**src/rtl/pca_pkg.sv**
```systemverilog
`default_nettype none
package pca_pkg;

    localparam int COORD_BITS   = 16;
    localparam int MAX_VERTICES = 1024;
    localparam int CNT_W        = $clog2(MAX_VERTICES + 1);

    localparam int S_W      = 46;
    localparam int W_W      = 64;
    localparam int AREA_W   = 44;
    localparam int DEN_W    = 48;
    localparam int QUO_W    = 17;
    localparam int DIVD_W   = DEN_W + QUO_W;
    localparam int DCNT_W   = $clog2(QUO_W + 1);

    localparam int MUL_A_W  = 35;
    localparam int MUL_B_W  = 18;
    localparam int PROD_W   = MUL_A_W + MUL_B_W;

    localparam logic [AREA_W-1:0] AREA_MAX = {AREA_W{1'b1}};

    localparam logic [1:0] HINT_OUTER = 2'd0;
    localparam logic [1:0] HINT_HOLE  = 2'd1;

    typedef struct packed {
        logic load;
        logic mul0;
        logic mul1;
        logic diff;
        logic mulx;
        logic muly;
        logic upd;
        logic absval;
        logic den;
        logic div_start;
        logic div_sel_y;
        logic take_x;
        logic take_y;
        logic out_load;
    } t_cmd;

    typedef struct packed {
        logic do_mac;
        logic last;
        logic s_zero;
        logic div_done;
        logic out_free;
    } t_sts;

endpackage
`default_nettype wire

```
**src/rtl/pca_div.sv**
```systemverilog
`default_nettype none
module pca_div (
    input  wire                          i_clk,
    input  wire                          i_rst_n,
    input  wire                          i_start,
    input  wire [pca_pkg::W_W-1:0]       i_num,
    input  wire [pca_pkg::DEN_W-1:0]     i_den,
    output logic                         o_done,
    output logic [pca_pkg::QUO_W-1:0]    o_quo,
    output logic                         o_ovf
);
    import pca_pkg::*;

    logic [W_W-1:0]    r_rem;
    logic [DIVD_W-1:0] r_d;
    logic [QUO_W-1:0]  r_q;
    logic              r_ovf;
    logic [DCNT_W-1:0] r_cnt;
    logic              r_busy;
    logic              r_done;
    logic [DIVD_W:0]   w_diff;
    logic              w_ge;

    assign w_diff = {{(DIVD_W + 1 - W_W){1'b0}}, r_rem} - {1'b0, r_d};
    assign w_ge   = ~w_diff[DIVD_W];

    always_ff @(posedge i_clk) begin
        if (!i_rst_n) begin
            r_busy <= 1'b0;
            r_done <= 1'b0;
            r_cnt  <= '0;
        end else if (i_start) begin
            r_busy <= 1'b1;
            r_done <= 1'b0;
            r_cnt  <= '0;
        end else if (r_busy) begin
            r_cnt <= r_cnt + DCNT_W'(1);
            if (r_cnt == DCNT_W'(QUO_W)) begin
                r_busy <= 1'b0;
                r_done <= 1'b1;
            end
        end
    end

    // first step only checks the quotient against 2^QUO_W
    always_ff @(posedge i_clk) begin
        if (i_start) begin
            r_rem <= i_num;
            r_d   <= {i_den, {QUO_W{1'b0}}};
            r_q   <= '0;
            r_ovf <= 1'b0;
        end else if (r_busy) begin
            r_d <= r_d >> 1;
            if (r_cnt == '0) begin
                r_ovf <= w_ge;
            end else begin
                r_q <= {r_q[QUO_W-2:0], w_ge};
                if (w_ge) begin
                    r_rem <= w_diff[W_W-1:0];
                end
            end
        end
    end

    assign o_done = r_done;
    assign o_quo  = r_q;
    assign o_ovf  = r_ovf;

endmodule
`default_nettype wire

```
**src/rtl/pca_dp.sv**
```systemverilog
`default_nettype none
module pca_dp (
    input  wire                   i_clk,
    input  wire                   i_rst_n,
    input  pca_pkg::t_cmd         i_cmd,
    output pca_pkg::t_sts         o_sts,
    input  wire signed [15:0]     i_vertex_x,
    input  wire signed [15:0]     i_vertex_y,
    input  wire [1:0]             i_hole_hint,
    input  wire                   i_last_vertex,
    input  wire                   i_out_stall,
    output logic                  o_out_valid,
    output logic signed [15:0]    o_centroid_x,
    output logic signed [15:0]    o_centroid_y,
    output logic [43:0]           o_area_times_two,
    output logic                  o_counter_clockwise,
    output logic                  o_is_hole,
    output logic                  o_needs_reversal,
    output logic                  o_ring_open,
    output logic                  o_vertex_overflow
);
    import pca_pkg::*;

    localparam logic [QUO_W-1:0] SAT_LIM = QUO_W'(1) << (COORD_BITS - 1);

    // captured beat
    logic signed [15:0] r_cur_x, r_cur_y;
    logic [1:0]         r_hint;
    logic               r_last;

    // ring state
    logic signed [15:0] r_first_x, r_first_y, r_prev_x, r_prev_y;
    logic [CNT_W-1:0]   r_count;
    logic               r_ovf_seen;
    logic signed [S_W-1:0] r_s;
    logic signed [W_W-1:0] r_wx, r_wy;

    // fan triangle
    logic signed [PROD_W-1:0]  r_p0, r_p1;
    logic signed [MUL_A_W-1:0] r_a2;
    logic signed [MUL_B_W-1:0] r_sx, r_sy;

    // ring end
    logic [S_W-1:0]     r_abs_s;
    logic               r_s_neg, r_s_zero;
    logic [DEN_W-1:0]   r_den;
    logic [15:0]        r_lx, r_ly;

    logic               w_full, w_do_mac;
    logic signed [16:0] w_dxp, w_dyp, w_dxc, w_dyc;
    logic signed [MUL_A_W-1:0] w_ma;
    logic signed [MUL_B_W-1:0] w_mb;
    logic signed [PROD_W-1:0]  w_prod;
    logic [W_W-1:0]     w_num;
    logic               w_div_done, w_div_ovf;
    logic [QUO_W-1:0]   w_quo;
    logic [15:0]        w_sat;
    logic signed [16:0] w_mid_x_sum, w_mid_y_sum;
    logic [16:0]        w_mid_x_adj, w_mid_y_adj;
    logic               w_ccw;
    logic               w_out_free;

    assign w_full   = (r_count >= CNT_W'(MAX_VERTICES));
    assign w_do_mac = (r_count >= CNT_W'(2)) && !w_full;

    assign w_dxp = 17'(r_prev_x) - 17'(r_first_x);
    assign w_dyp = 17'(r_prev_y) - 17'(r_first_y);
    assign w_dxc = 17'(r_cur_x) - 17'(r_first_x);
    assign w_dyc = 17'(r_cur_y) - 17'(r_first_y);

    // one shared multiplier for the four products of a fan triangle
    always_comb begin
        w_ma = MUL_A_W'(w_dxp);
        w_mb = MUL_B_W'(w_dyc);
        if (i_cmd.mul1) begin
            w_ma = MUL_A_W'(w_dxc);
            w_mb = MUL_B_W'(w_dyp);
        end else if (i_cmd.mulx) begin
            w_ma = r_a2;
            w_mb = r_sx;
        end else if (i_cmd.muly) begin
            w_ma = r_a2;
            w_mb = r_sy;
        end
    end

    assign w_prod = w_ma * w_mb;

    always_ff @(posedge i_clk) begin
        if (i_cmd.load) begin
            r_cur_x <= i_vertex_x;
            r_cur_y <= i_vertex_y;
            r_hint  <= i_hole_hint;
            r_last  <= i_last_vertex;
        end
        if (i_cmd.mul0) begin
            r_p0 <= w_prod;
            r_sx <= MUL_B_W'(r_first_x) + MUL_B_W'(r_prev_x) + MUL_B_W'(r_cur_x);
            r_sy <= MUL_B_W'(r_first_y) + MUL_B_W'(r_prev_y) + MUL_B_W'(r_cur_y);
        end
        if (i_cmd.mul1) begin
            r_p1 <= w_prod;
        end
        if (i_cmd.diff) begin
            r_a2 <= r_p0[MUL_A_W-1:0] - r_p1[MUL_A_W-1:0];
        end
        if (i_cmd.mulx) begin
            r_p0 <= w_prod;
        end
        if (i_cmd.muly) begin
            r_p1 <= w_prod;
        end
        if (i_cmd.absval) begin
            r_abs_s  <= r_s[S_W-1] ? S_W'(-r_s) : S_W'(r_s);
            r_s_neg  <= r_s[S_W-1];
            r_s_zero <= (r_s == '0);
        end
        if (i_cmd.den) begin
            r_den <= {1'b0, r_abs_s, 1'b0} + {2'b00, r_abs_s};
        end
        if (i_cmd.take_x) begin
            r_lx <= w_sat;
        end
        if (i_cmd.take_y) begin
            r_ly <= w_sat;
        end
    end

    always_ff @(posedge i_clk) begin
        if (!i_rst_n || i_cmd.out_load) begin
            r_count    <= '0;
            r_ovf_seen <= 1'b0;
            r_first_x  <= '0;
            r_first_y  <= '0;
            r_prev_x   <= '0;
            r_prev_y   <= '0;
            r_s        <= '0;
            r_wx       <= '0;
            r_wy       <= '0;
        end else begin
            if (i_cmd.mulx) begin
                r_s <= r_s + S_W'(r_a2);
            end
            if (i_cmd.muly) begin
                r_wx <= r_wx + W_W'(r_p0);
            end
            if (i_cmd.upd) begin
                if (w_full) begin
                    r_ovf_seen <= 1'b1;
                end else begin
                    if (r_count == '0) begin
                        r_first_x <= r_cur_x;
                        r_first_y <= r_cur_y;
                    end
                    if (w_do_mac) begin
                        r_wy <= r_wy + W_W'(r_p1);
                    end
                    r_prev_x <= r_cur_x;
                    r_prev_y <= r_cur_y;
                    r_count  <= r_count + CNT_W'(1);
                end
            end
        end
    end

    // magnitude of the selected weighted sum into the shared divider
    always_comb begin
        w_num = i_cmd.div_sel_y ? r_wy : r_wx;
        if (w_num[W_W-1]) begin
            w_num = -w_num;
        end
    end

    pca_div u_div (
        .i_clk   (i_clk),
        .i_rst_n (i_rst_n),
        .i_start (i_cmd.div_start),
        .i_num   (w_num),
        .i_den   (r_den),
        .o_done  (w_div_done),
        .o_quo   (w_quo),
        .o_ovf   (w_div_ovf)
    );

    // truncated quotient, saturated to the coordinate range
    always_comb begin
        logic neg;
        logic big;
        neg = (i_cmd.take_y ? r_wy[W_W-1] : r_wx[W_W-1]) ^ r_s_neg;
        big = w_div_ovf || (w_quo >= SAT_LIM);
        if (neg) begin
            w_sat = big ? 16'(SAT_LIM) : 16'(-w_quo);
        end else begin
            w_sat = big ? 16'(SAT_LIM - QUO_W'(1)) : w_quo[15:0];
        end
    end

    // zero-area fallback: midpoint of first and last, rounded toward zero
    assign w_mid_x_sum = 17'(r_first_x) + 17'(r_prev_x);
    assign w_mid_y_sum = 17'(r_first_y) + 17'(r_prev_y);
    assign w_mid_x_adj = w_mid_x_sum + {16'b0, w_mid_x_sum[16]};
    assign w_mid_y_adj = w_mid_y_sum + {16'b0, w_mid_y_sum[16]};

    assign w_ccw      = !r_s_neg && !r_s_zero;
    assign w_out_free = !o_out_valid || !i_out_stall;

    always_ff @(posedge i_clk) begin
        if (!i_rst_n) begin
            o_out_valid <= 1'b0;
        end else if (i_cmd.out_load) begin
            o_out_valid <= 1'b1;
        end else if (!i_out_stall) begin
            o_out_valid <= 1'b0;
        end
    end

    always_ff @(posedge i_clk) begin
        if (i_cmd.out_load) begin
            o_centroid_x     <= r_s_zero ? w_mid_x_adj[16:1] : r_lx;
            o_centroid_y     <= r_s_zero ? w_mid_y_adj[16:1] : r_ly;
            o_area_times_two <= (r_abs_s > S_W'(AREA_MAX)) ? AREA_MAX
                                                           : r_abs_s[AREA_W-1:0];
            o_ring_open       <= (r_first_x != r_prev_x) || (r_first_y != r_prev_y);
            o_vertex_overflow <= r_ovf_seen;
            case (r_hint)
                HINT_HOLE: begin
                    o_counter_clockwise <= 1'b1;
                    o_is_hole           <= 1'b1;
                    o_needs_reversal    <= !w_ccw;
                end
                HINT_OUTER: begin
                    o_counter_clockwise <= 1'b0;
                    o_is_hole           <= 1'b0;
                    o_needs_reversal    <= w_ccw;
                end
                default: begin
                    o_counter_clockwise <= w_ccw;
                    o_is_hole           <= w_ccw;
                    o_needs_reversal    <= 1'b0;
                end
            endcase
        end
    end

    assign o_sts.do_mac   = w_do_mac;
    assign o_sts.last     = r_last;
    assign o_sts.s_zero   = r_s_zero;
    assign o_sts.div_done = w_div_done;
    assign o_sts.out_free = w_out_free;

endmodule
`default_nettype wire

```
**src/rtl/pca_ctrl.sv**
```systemverilog
`default_nettype none
module pca_ctrl (
    input  wire            i_clk,
    input  wire            i_rst_n,
    input  wire            i_in_valid,
    output logic           o_in_stall,
    input  pca_pkg::t_sts  i_sts,
    output pca_pkg::t_cmd  o_cmd
);
    import pca_pkg::*;

    localparam logic [3:0] ST_IDLE = 4'd0;
    localparam logic [3:0] ST_M0   = 4'd1;
    localparam logic [3:0] ST_M1   = 4'd2;
    localparam logic [3:0] ST_DIFF = 4'd3;
    localparam logic [3:0] ST_MX   = 4'd4;
    localparam logic [3:0] ST_MY   = 4'd5;
    localparam logic [3:0] ST_UPD  = 4'd6;
    localparam logic [3:0] ST_ABS  = 4'd7;
    localparam logic [3:0] ST_DEN  = 4'd8;
    localparam logic [3:0] ST_LDX  = 4'd9;
    localparam logic [3:0] ST_WX   = 4'd10;
    localparam logic [3:0] ST_LDY  = 4'd11;
    localparam logic [3:0] ST_WY   = 4'd12;
    localparam logic [3:0] ST_OUT  = 4'd13;

    logic [3:0] r_state, n_state;

    always_ff @(posedge i_clk) begin
        if (!i_rst_n) begin
            r_state <= ST_IDLE;
        end else begin
            r_state <= n_state;
        end
    end

    assign o_in_stall = (r_state != ST_IDLE);

    always_comb begin
        n_state = r_state;
        o_cmd   = '0;
        case (r_state)
            ST_IDLE: begin
                if (i_in_valid) begin
                    o_cmd.load = 1'b1;
                    n_state    = i_sts.do_mac ? ST_M0 : ST_UPD;
                end
            end
            ST_M0: begin
                o_cmd.mul0 = 1'b1;
                n_state    = ST_M1;
            end
            ST_M1: begin
                o_cmd.mul1 = 1'b1;
                n_state    = ST_DIFF;
            end
            ST_DIFF: begin
                o_cmd.diff = 1'b1;
                n_state    = ST_MX;
            end
            ST_MX: begin
                o_cmd.mulx = 1'b1;
                n_state    = ST_MY;
            end
            ST_MY: begin
                o_cmd.muly = 1'b1;
                n_state    = ST_UPD;
            end
            ST_UPD: begin
                o_cmd.upd = 1'b1;
                n_state   = i_sts.last ? ST_ABS : ST_IDLE;
            end
            ST_ABS: begin
                o_cmd.absval = 1'b1;
                n_state      = ST_DEN;
            end
            ST_DEN: begin
                o_cmd.den = 1'b1;
                n_state   = i_sts.s_zero ? ST_OUT : ST_LDX;
            end
            ST_LDX: begin
                o_cmd.div_start = 1'b1;
                n_state         = ST_WX;
            end
            ST_WX: begin
                if (i_sts.div_done) begin
                    o_cmd.take_x = 1'b1;
                    n_state      = ST_LDY;
                end
            end
            ST_LDY: begin
                o_cmd.div_start = 1'b1;
                o_cmd.div_sel_y = 1'b1;
                n_state         = ST_WY;
            end
            ST_WY: begin
                if (i_sts.div_done) begin
                    o_cmd.take_y = 1'b1;
                    n_state      = ST_OUT;
                end
            end
            ST_OUT: begin
                // hold here until the output stage can take the beat
                if (i_sts.out_free) begin
                    o_cmd.out_load = 1'b1;
                    n_state        = ST_IDLE;
                end
            end
            default: begin
                n_state = ST_IDLE;
            end
        endcase
    end

endmodule
`default_nettype wire

```
**src/rtl/polygon_centroid_area.sv**
```systemverilog
// Channel   Direction  Handshake                 Beat
// vertex    in         i_in_valid / o_in_stall   x, y, hole_hint, last_vertex
// result    out        o_out_valid / i_out_stall centroid, area, direction, flags
//
// A fan vertex (third and later) uses one shared 35x18 multiplier, which
// forms the two cross products and the two weighted terms in turn. Other
// vertices are only loaded and updated. Ring end runs the bit-serial divider
// once per axis, 18 steps each, and skips it on zero area.
// Reset is synchronous and clears the sequencer, ring state and output valid.
// Vertices of the next ring are taken while a result waits; ring end holds
// until the output stage is free.
`default_nettype none
module polygon_centroid_area (
    input  wire                i_clk,
    input  wire                i_rst_n,
    input  wire                i_in_valid,
    output logic               o_in_stall,
    input  wire signed [15:0]  i_vertex_x,
    input  wire signed [15:0]  i_vertex_y,
    input  wire [1:0]          i_hole_hint,
    input  wire                i_last_vertex,
    output logic               o_out_valid,
    input  wire                i_out_stall,
    output logic signed [15:0] o_centroid_x,
    output logic signed [15:0] o_centroid_y,
    output logic [43:0]        o_area_times_two,
    output logic               o_counter_clockwise,
    output logic               o_is_hole,
    output logic               o_needs_reversal,
    output logic               o_ring_open,
    output logic               o_vertex_overflow
);
    import pca_pkg::*;

    t_cmd w_cmd;
    t_sts w_sts;

    pca_ctrl u_ctrl (
        .i_clk      (i_clk),
        .i_rst_n    (i_rst_n),
        .i_in_valid (i_in_valid),
        .o_in_stall (o_in_stall),
        .i_sts      (w_sts),
        .o_cmd      (w_cmd)
    );

    pca_dp u_dp (
        .i_clk               (i_clk),
        .i_rst_n             (i_rst_n),
        .i_cmd               (w_cmd),
        .o_sts               (w_sts),
        .i_vertex_x          (i_vertex_x),
        .i_vertex_y          (i_vertex_y),
        .i_hole_hint         (i_hole_hint),
        .i_last_vertex       (i_last_vertex),
        .i_out_stall         (i_out_stall),
        .o_out_valid         (o_out_valid),
        .o_centroid_x        (o_centroid_x),
        .o_centroid_y        (o_centroid_y),
        .o_area_times_two    (o_area_times_two),
        .o_counter_clockwise (o_counter_clockwise),
        .o_is_hole           (o_is_hole),
        .o_needs_reversal    (o_needs_reversal),
        .o_ring_open         (o_ring_open),
        .o_vertex_overflow   (o_vertex_overflow)
    );

endmodule
`default_nettype wire

```
**config.mk**
```make
export PLATFORM = sky130hd
export DESIGN_NAME = polygon_centroid_area
export DESIGN_NICKNAME = d
export VERILOG_FILES = /design/src/rtl/pca_pkg.sv /design/src/rtl/pca_div.sv /design/src/rtl/pca_dp.sv /design/src/rtl/pca_ctrl.sv /design/src/rtl/polygon_centroid_area.sv
export SDC_FILE = /design/constraint.sdc
export NUM_CORES = 2
export LEC_CHECK = 0
export ABC_AREA = 1
export BUFFER_PORTS_ARGS = -buffer_cell sky130_fd_sc_hd__buf_2
export CELL_PAD_IN_SITES_DETAIL_PLACEMENT = 1
export CELL_PAD_IN_SITES_GLOBAL_PLACEMENT = 1
export CORE_MARGIN = 4
export CORE_UTILIZATION = 49
export DETAILED_ROUTE_END_ITERATION = 8
export PLACE_DENSITY_LB_ADDON = 0.12
export SYNTH_ARGS = -nofsm -noshare
export SYNTH_HDL_FRONTEND = slang
export SYNTH_SLANG_ARGS = --single-unit
```
**constraint.sdc**
```tcl
create_clock -name i_clk -period 9.4 [get_ports i_clk]
set_input_delay 0 -clock i_clk [delete_from_list [all_inputs] [get_ports i_clk]]
set_output_delay 0 -clock i_clk [all_outputs]
set_load 0.1 [all_outputs]
```
* Yosys cells after proc, flatten, opt, wreduce, memory -nomap -nowiden
Index checks and enable logic that the tools add are counted.
** Storage, ports and cells
- Flip-flop bits (word level) :: 829
- Bits of input ports :: 39
- Logic and storage cells :: 189
- Output and inout port bits :: 83
** Cells by class
- $lt $le $gt $ge :: 4
- Multiplexer cells :: 57
- Eq/ne operators :: 24
- Add/subtract/negate cells :: 23
- Reduce and logical (&&, ||, !) cells :: 33
- $mul :: 1
- Bitwise gates (word level) :: 5
** Operators with widths (count)
- $mux W64 :: 6
- $mux W53 :: 4
- $mux W65 :: 2
- $add A64 B53 Y64 :: 2
- $mux W35 :: 3
- $mux W16 :: 5
- $add A16 B16 Y17 :: 4
- $sub A16 B16 Y17 :: 4
- $sub A64 B65 Y66 :: 1
- $neg A64 Y64 :: 1
- $pmux W4 S14 :: 1
- $mux W18 :: 3
- $mul A35 B18 Y53 :: 1
- $add A47 B46 Y48 :: 1
- $add A46 B35 Y46 :: 1
- $gt A46 B44 Y1 const B :: 1
- $logic_not A46 Y1 :: 1
- $neg A46 Y46 :: 1
- $mux W45 :: 1
- $add A17 B16 Y18 :: 2
- $sub A35 B35 Y35 :: 1
- $add A17 B1 Y17 :: 2
- $ne A16 B16 Y1 :: 2
- $eq A4 B4 Y1 const B :: 6
- 32 further kinds :: 91

* Logic depth before layout (Yosys ltp)
- Depth after elaboration :: 8
- Mapped depth :: 43
- Mapped depth without buffers :: 42

* By module
A second synthesis with hierarchy kept.
** Second synthesis, totals
- Cell total of the unflattened synthesis :: 12219
- Area, all modules :: 87727.9 µm²
** Modules (own cells, without submodules)
- pca_dp :: area an instance 75770.2 µm², times used 1, cells an instance 10409
- pca_div :: area an instance 11541.1 µm², times used 1, cells an instance 1723
- pca_ctrl :: area an instance 416.6 µm², times used 1, cells an instance 87

* Worst setup path after synthesis
OpenSTA, ideal clock, no wires.
- Path kind :: register -> register
- Start point :: reg u_dp.r_cur_y[0]
- End point :: reg u_dp.r_p0[52] (data pin)
- Slack :: 1697 ps
- Path buffers :: 1
- Period minus slack after synthesis :: 7703 ps
- Stages on the path, launching flop included :: 36
- Arrival time :: 7439 ps
- Library setup time :: 265 ps
- Cells stage by stage :: edfxtp_1 -> inv_1 -> ha_1 -> fa_1 -> inv_1 -> nand3_1 -> nand2_1 -> nand2_1 -> a21oi_1 -> nand2_1 -> nand2_1 -> nor2_1 -> o21ai_0 -> nand3_1 -> o21ai_0 -> clkbuf_1 -> nand2_1 -> fa_1 -> inv_1 -> fa_1 -> inv_1 -> fa_1 -> inv_1 -> fa_1 -> fa_1 -> inv_1 -> fa_1 -> inv_1 -> ha_1 -> nand2_1 -> nor2_1 -> inv_1 -> nor4_1 -> nand3_1 -> nand3_1 -> xor2_1
** Between the ends
- Longest elaborated chain between the ends :: 7
** Ends and longest elaborated chain
- from (decl) :: line pca_dp.sv:27 : logic signed [15:0] r_cur_x, r_cur_y;
- from (signal assigned) :: line pca_dp.sv:92 : r_cur_y <= i_vertex_y;
- $sub A16 B16 Y17 * :: line pca_dp.sv:69 : assign w_dyc = 17'(r_cur_y) - 17'(r_first_y);
- $mux W18 * :: line pca_dp.sv:81 : end else if (i_cmd.muly) begin
- $mux W18 * :: line pca_dp.sv:78 : end else if (i_cmd.mulx) begin
- $mux W18 * :: line pca_dp.sv:75 : if (i_cmd.mul1) begin
- $mul A35 B18 Y53 * :: line pca_dp.sv:87 : assign w_prod = w_ma * w_mb;
- via u_dp.w_prod[52] :: line pca_dp.sv:53 : logic signed [PROD_W-1:0] w_prod;
- $mux W53 :: line pca_dp.sv:96 : if (i_cmd.mul0) begin
- $mux W53 * :: line pca_dp.sv:107 : if (i_cmd.mulx) begin
- to (signal assigned) :: line pca_dp.sv:97 : r_p0 <= w_prod;
- to (signal assigned) :: line pca_dp.sv:108 : r_p0 <= w_prod;
- to (decl) :: line pca_dp.sv:39 : logic signed [PROD_W-1:0] r_p0, r_p1;
Mark *: on every way through the listed nets, which the timed path passes. The rest lies on a longest branch. The select of a mux whose other input is x is not followed.
A chain may end at the register's enable or synchronous reset.

* Worst setup path in the final report
- Start point :: reg u_dp.r_first_y[1]
- End point :: reg u_dp.r_p1[40] (data pin)
** Between the ends
- Longest elaborated chain between the ends :: 7
- Elaborated cells on any way between the ends :: 8
** Ends and longest elaborated chain
- from (decl) :: line pca_dp.sv:32 : logic signed [15:0] r_first_x, r_first_y, r_prev_x, r_prev_y;
- from (signal assigned) :: line pca_dp.sv:153 : r_first_y <= r_cur_y;
- $sub A16 B16 Y17 :: line pca_dp.sv:69
- $mux W18 :: line pca_dp.sv:81
- $mux W18 :: line pca_dp.sv:78
- $mux W18 * :: line pca_dp.sv:75
- $mul A35 B18 Y53 * :: line pca_dp.sv:87
- via u_dp.w_prod[40] :: line pca_dp.sv:53
- $mux W53 :: line pca_dp.sv:101 : if (i_cmd.mul1) begin
- $mux W53 * :: line pca_dp.sv:110 : if (i_cmd.muly) begin
- to (signal assigned) :: line pca_dp.sv:102 : r_p1 <= w_prod;
- to (signal assigned) :: line pca_dp.sv:111 : r_p1 <= w_prod;
- to (decl) :: line pca_dp.sv:39
Marks and branches as above.

==> metrics.txt <==
status finished clean; Die H 431 µm; FMAX 109 MHz; Slowest-stage cell, CP fa_1; Unique masters post-synth 61; fin crit share 98.0%; clock slew at reported path FFs 0.07 ns; core footprint 178000 µm²; post-route ant nets 0; Clock H-tree levels 3; Worst Path Arrival 9.69 ns; root buf cell clkbuf_16; Die X 431 µm; slew of the pin with the lowest slew margin 1.26 ns; drt first pass iters 6; Placed Instances 14.6k; number of synthesized flops with an enable pin 532; YS warnings 0; sequential share of the synthesized area 25.0%; Crit path top cell by count nand2_1; Setup CP Type flip-flop to flip-flop; CTS tree done; ys flop type edfxtp_1; Hold Fails Final Rpt 0; routability cong. 1.02; CTS Buffer Depth 3; hpwl dp 312000 µm; Synth Net Count 13.6k; top cells by area, synth edfxtp_1 18%, fa_1 15%, nand2_1 12%; first-pass GRT wire length 572000 µm; I/O pins 122; Die ar. 186000 µm²; initial antenna violation count 9; Largest stage delay, worst path 0.60 ns; # DRC 0; largest net degree at the start of global routing 144; number of CTS-inserted buffers 99; setup ws final 0.191 ns; Mapped Area 87700 µm²; Synth Register Bits 829; Yosys top cell by area edfxtp_1; Congestion Overflow GR 0; layout cells sized above 1 4.78%; Post-DP Area 91200 µm²; Rel. slew slack 15.8%; Slew Limit Fails 0; Startpoint Class flip-flop; Final #Nets 13.7k; cell with the most instances after synthesis nand2_1; Total GRT Usage 40.3%; crit-path max FO 24; dpl ws -0.138 ns; Initial Util 49.2%; Final Setup Violations 0; via count 88.1k; clock sinks 829; share of the synthesized area in the top cell type 18.2%; area delta synth->final 9.13%; Post-Syn Instances 12.3k; Post-synth top cells 2804 x nand2_1, 2189 x inv_1, 1546 x nor2_1; wire per inst 25.7 µm; Post-synth ARST share 0%; Final Critical Period 9.21 ns; vias in the first global route 93.1k; Worst Hold Class input pin to flip-flop; mean post-synth cell area 7.13 µm²; Initial DRC Count 8071; data required time of the worst path 9.88 ns; DRT Wirelength 383000 µm; Worst-Skew Late Latency 0.81 ns; filler-free cell count of the finished design 14.9k; crit end category flip-flop; row count 155; max_cap viols 0; clk_skew 0.0861 ns; Vias per Instance 5.91; PortBufs 121; Design Area, Final 95700 µm²
-- critical path, delay by kind of cell (launching register included) --
| family | cells | cell delay (ns) |
|---|---|---|
| buf+inv | 6 | 0.82 |
| flops | 1 | 0.54 |
| simple gates | 12 | 1.59 |
| compound gates | 8 | 1.97 |
| fa+ha+maj | 8 | 3.96 |
-- through the flow --
stage               hold slack (ns)  utilization, %  TNS (ns)
detailed placement            0.179            51.2    -0.334
CTS                         0.00346            53.5         0
finish                       0.0132            53.7         0
floorplan                    0.0989               -         0
global route                 0.0139            53.7    -0.111
global placement              0.178            51.2   -0.0443
-- layer usage --
| layer | vias to the layer above | GRT usage (%) | share of wire [%] | wire length [µm] |
|---|---|---|---|---|
| met5 | - | 0 | 0.016 | 61 |
| met4 | 8 | 21.9 | 6.7 | 25600 |
| met3 | 1121 | 6.54 | 7.7 | 29300 |
| met2 | 3764 | 66.5 | 46 | 176000 |
| met1 | 43700 | 50.8 | 40 | 151000 |
| li1 | 39500 | - | - | - |
-- registers in the layout, indices dropped and copies added, names as in the netlist, 17 cells and up --
name,flops
u_dp.u_div.r_d,65
u_dp.r_wx,64
u_dp.r_wy,64
u_dp.u_div.r_rem,64
u_dp.r_p0,53
u_dp.r_p1,53
u_dp.r_den,48
u_dp.r_abs_s,46
u_dp.r_s,46
u_dp.o_area_times_two,44
u_dp.r_a2,35
u_dp.r_sx,18
u_dp.r_sy,18
u_dp.u_div.o_quo,17
-- layout by cell type (no fill, tap or decap), types with 23 or more instances in the layout --
cell / netlist / layout
nand3b_1: 25 / 25
inv_2: 24 / 23
o21ai_0: 707 / 701
a21boi_0: 28 / 28
nand3_1: 602 / 601
nand2_1: 2804 / 2793
or2_2: 25 / 25
buf_4: 6 / 139
inv_1: 2189 / 2183
a31oi_1: 41 / 40
o21bai_1: 52 / 52
xnor2_1: 76 / 76
buf_2: 98 / 121
o21a_1: 35 / 35
clkbuf_16: 0 / 102
nor2_1: 1546 / 1532
nor3_1: 135 / 133
nand2_2: 28 / 37
o211ai_1: 31 / 31
ha_1: 582 / 582
edfxtp_1: 532 / 532
nor4_1: 44 / 42
nand4_1: 118 / 118
dfxtp_1: 297 / 297
dlygate4sd3_1: 0 / 66
o31ai_1: 63 / 63
o21ai_1: 24 / 28
fa_1: 648 / 646
a21o_1: 62 / 62
xor2_1: 273 / 272
a21oi_1: 925 / 923
-- kinds of logic (layout without fill, tap and decap cells) --
kind of cell / Yosys count / after routing / synth area share [%]
AO/OA/AOI/OAI: 2000 / 2000 / 12.4
XOR/XNOR: 349 / 349 / 3.49
flip-flops: 829 / 829 / 25.0
buffers and inverters: 2504 / 2746 / 11.0
adder cells (fa/ha/maj): 1230 / 1230 / 23.1
AND/OR/NAND/NOR: 5389 / 5390 / 25.1
other: 0 / 4 / 0
-- path summary, 6_finish.rpt --
path	from	end	slack, ns	depth (start not counted)
max reg2reg	u_dp.r_first_y[1]	u_dp.r_p1[40]	0.19	34
max	u_dp.r_first_y[1]	u_dp.r_p1[40]	0.19	34
min reg2reg	u_dp.u_div.r_cnt[4]	u_dp.u_div.r_cnt[4]	0.49	2
min	i_vertex_x[8]	u_dp.r_cur_x[8]	0.01	2
-- layout make-up --
class / instances / area, µm²
diodes: 4 / 10.0
clock buffers: 126 / 2760
clock inverters: 62 / 801
fillers: 23000 / 82500
inverters: 2223 / 8380
multi-input cells: 8969 / 56400
flip-flops and latches: 829 / 21900
well taps: 2355 / 2950
repair buffers: 335 / 2470
-- timing repair --
item                                    4_1_cts  5_1_grt
pin swaps                                     0        1
hold buffers                                 66        0
hold endpoints to repair                     81        0
endpoints found under the setup margin        4       56
gates cloned                                  0        1
resized for setup                             3       30
setup buffers                                 0       16
Power is left out: the tool's default activity adds up to more than one toggle a clock period on the data nets, which glitch-free logic cannot reach.
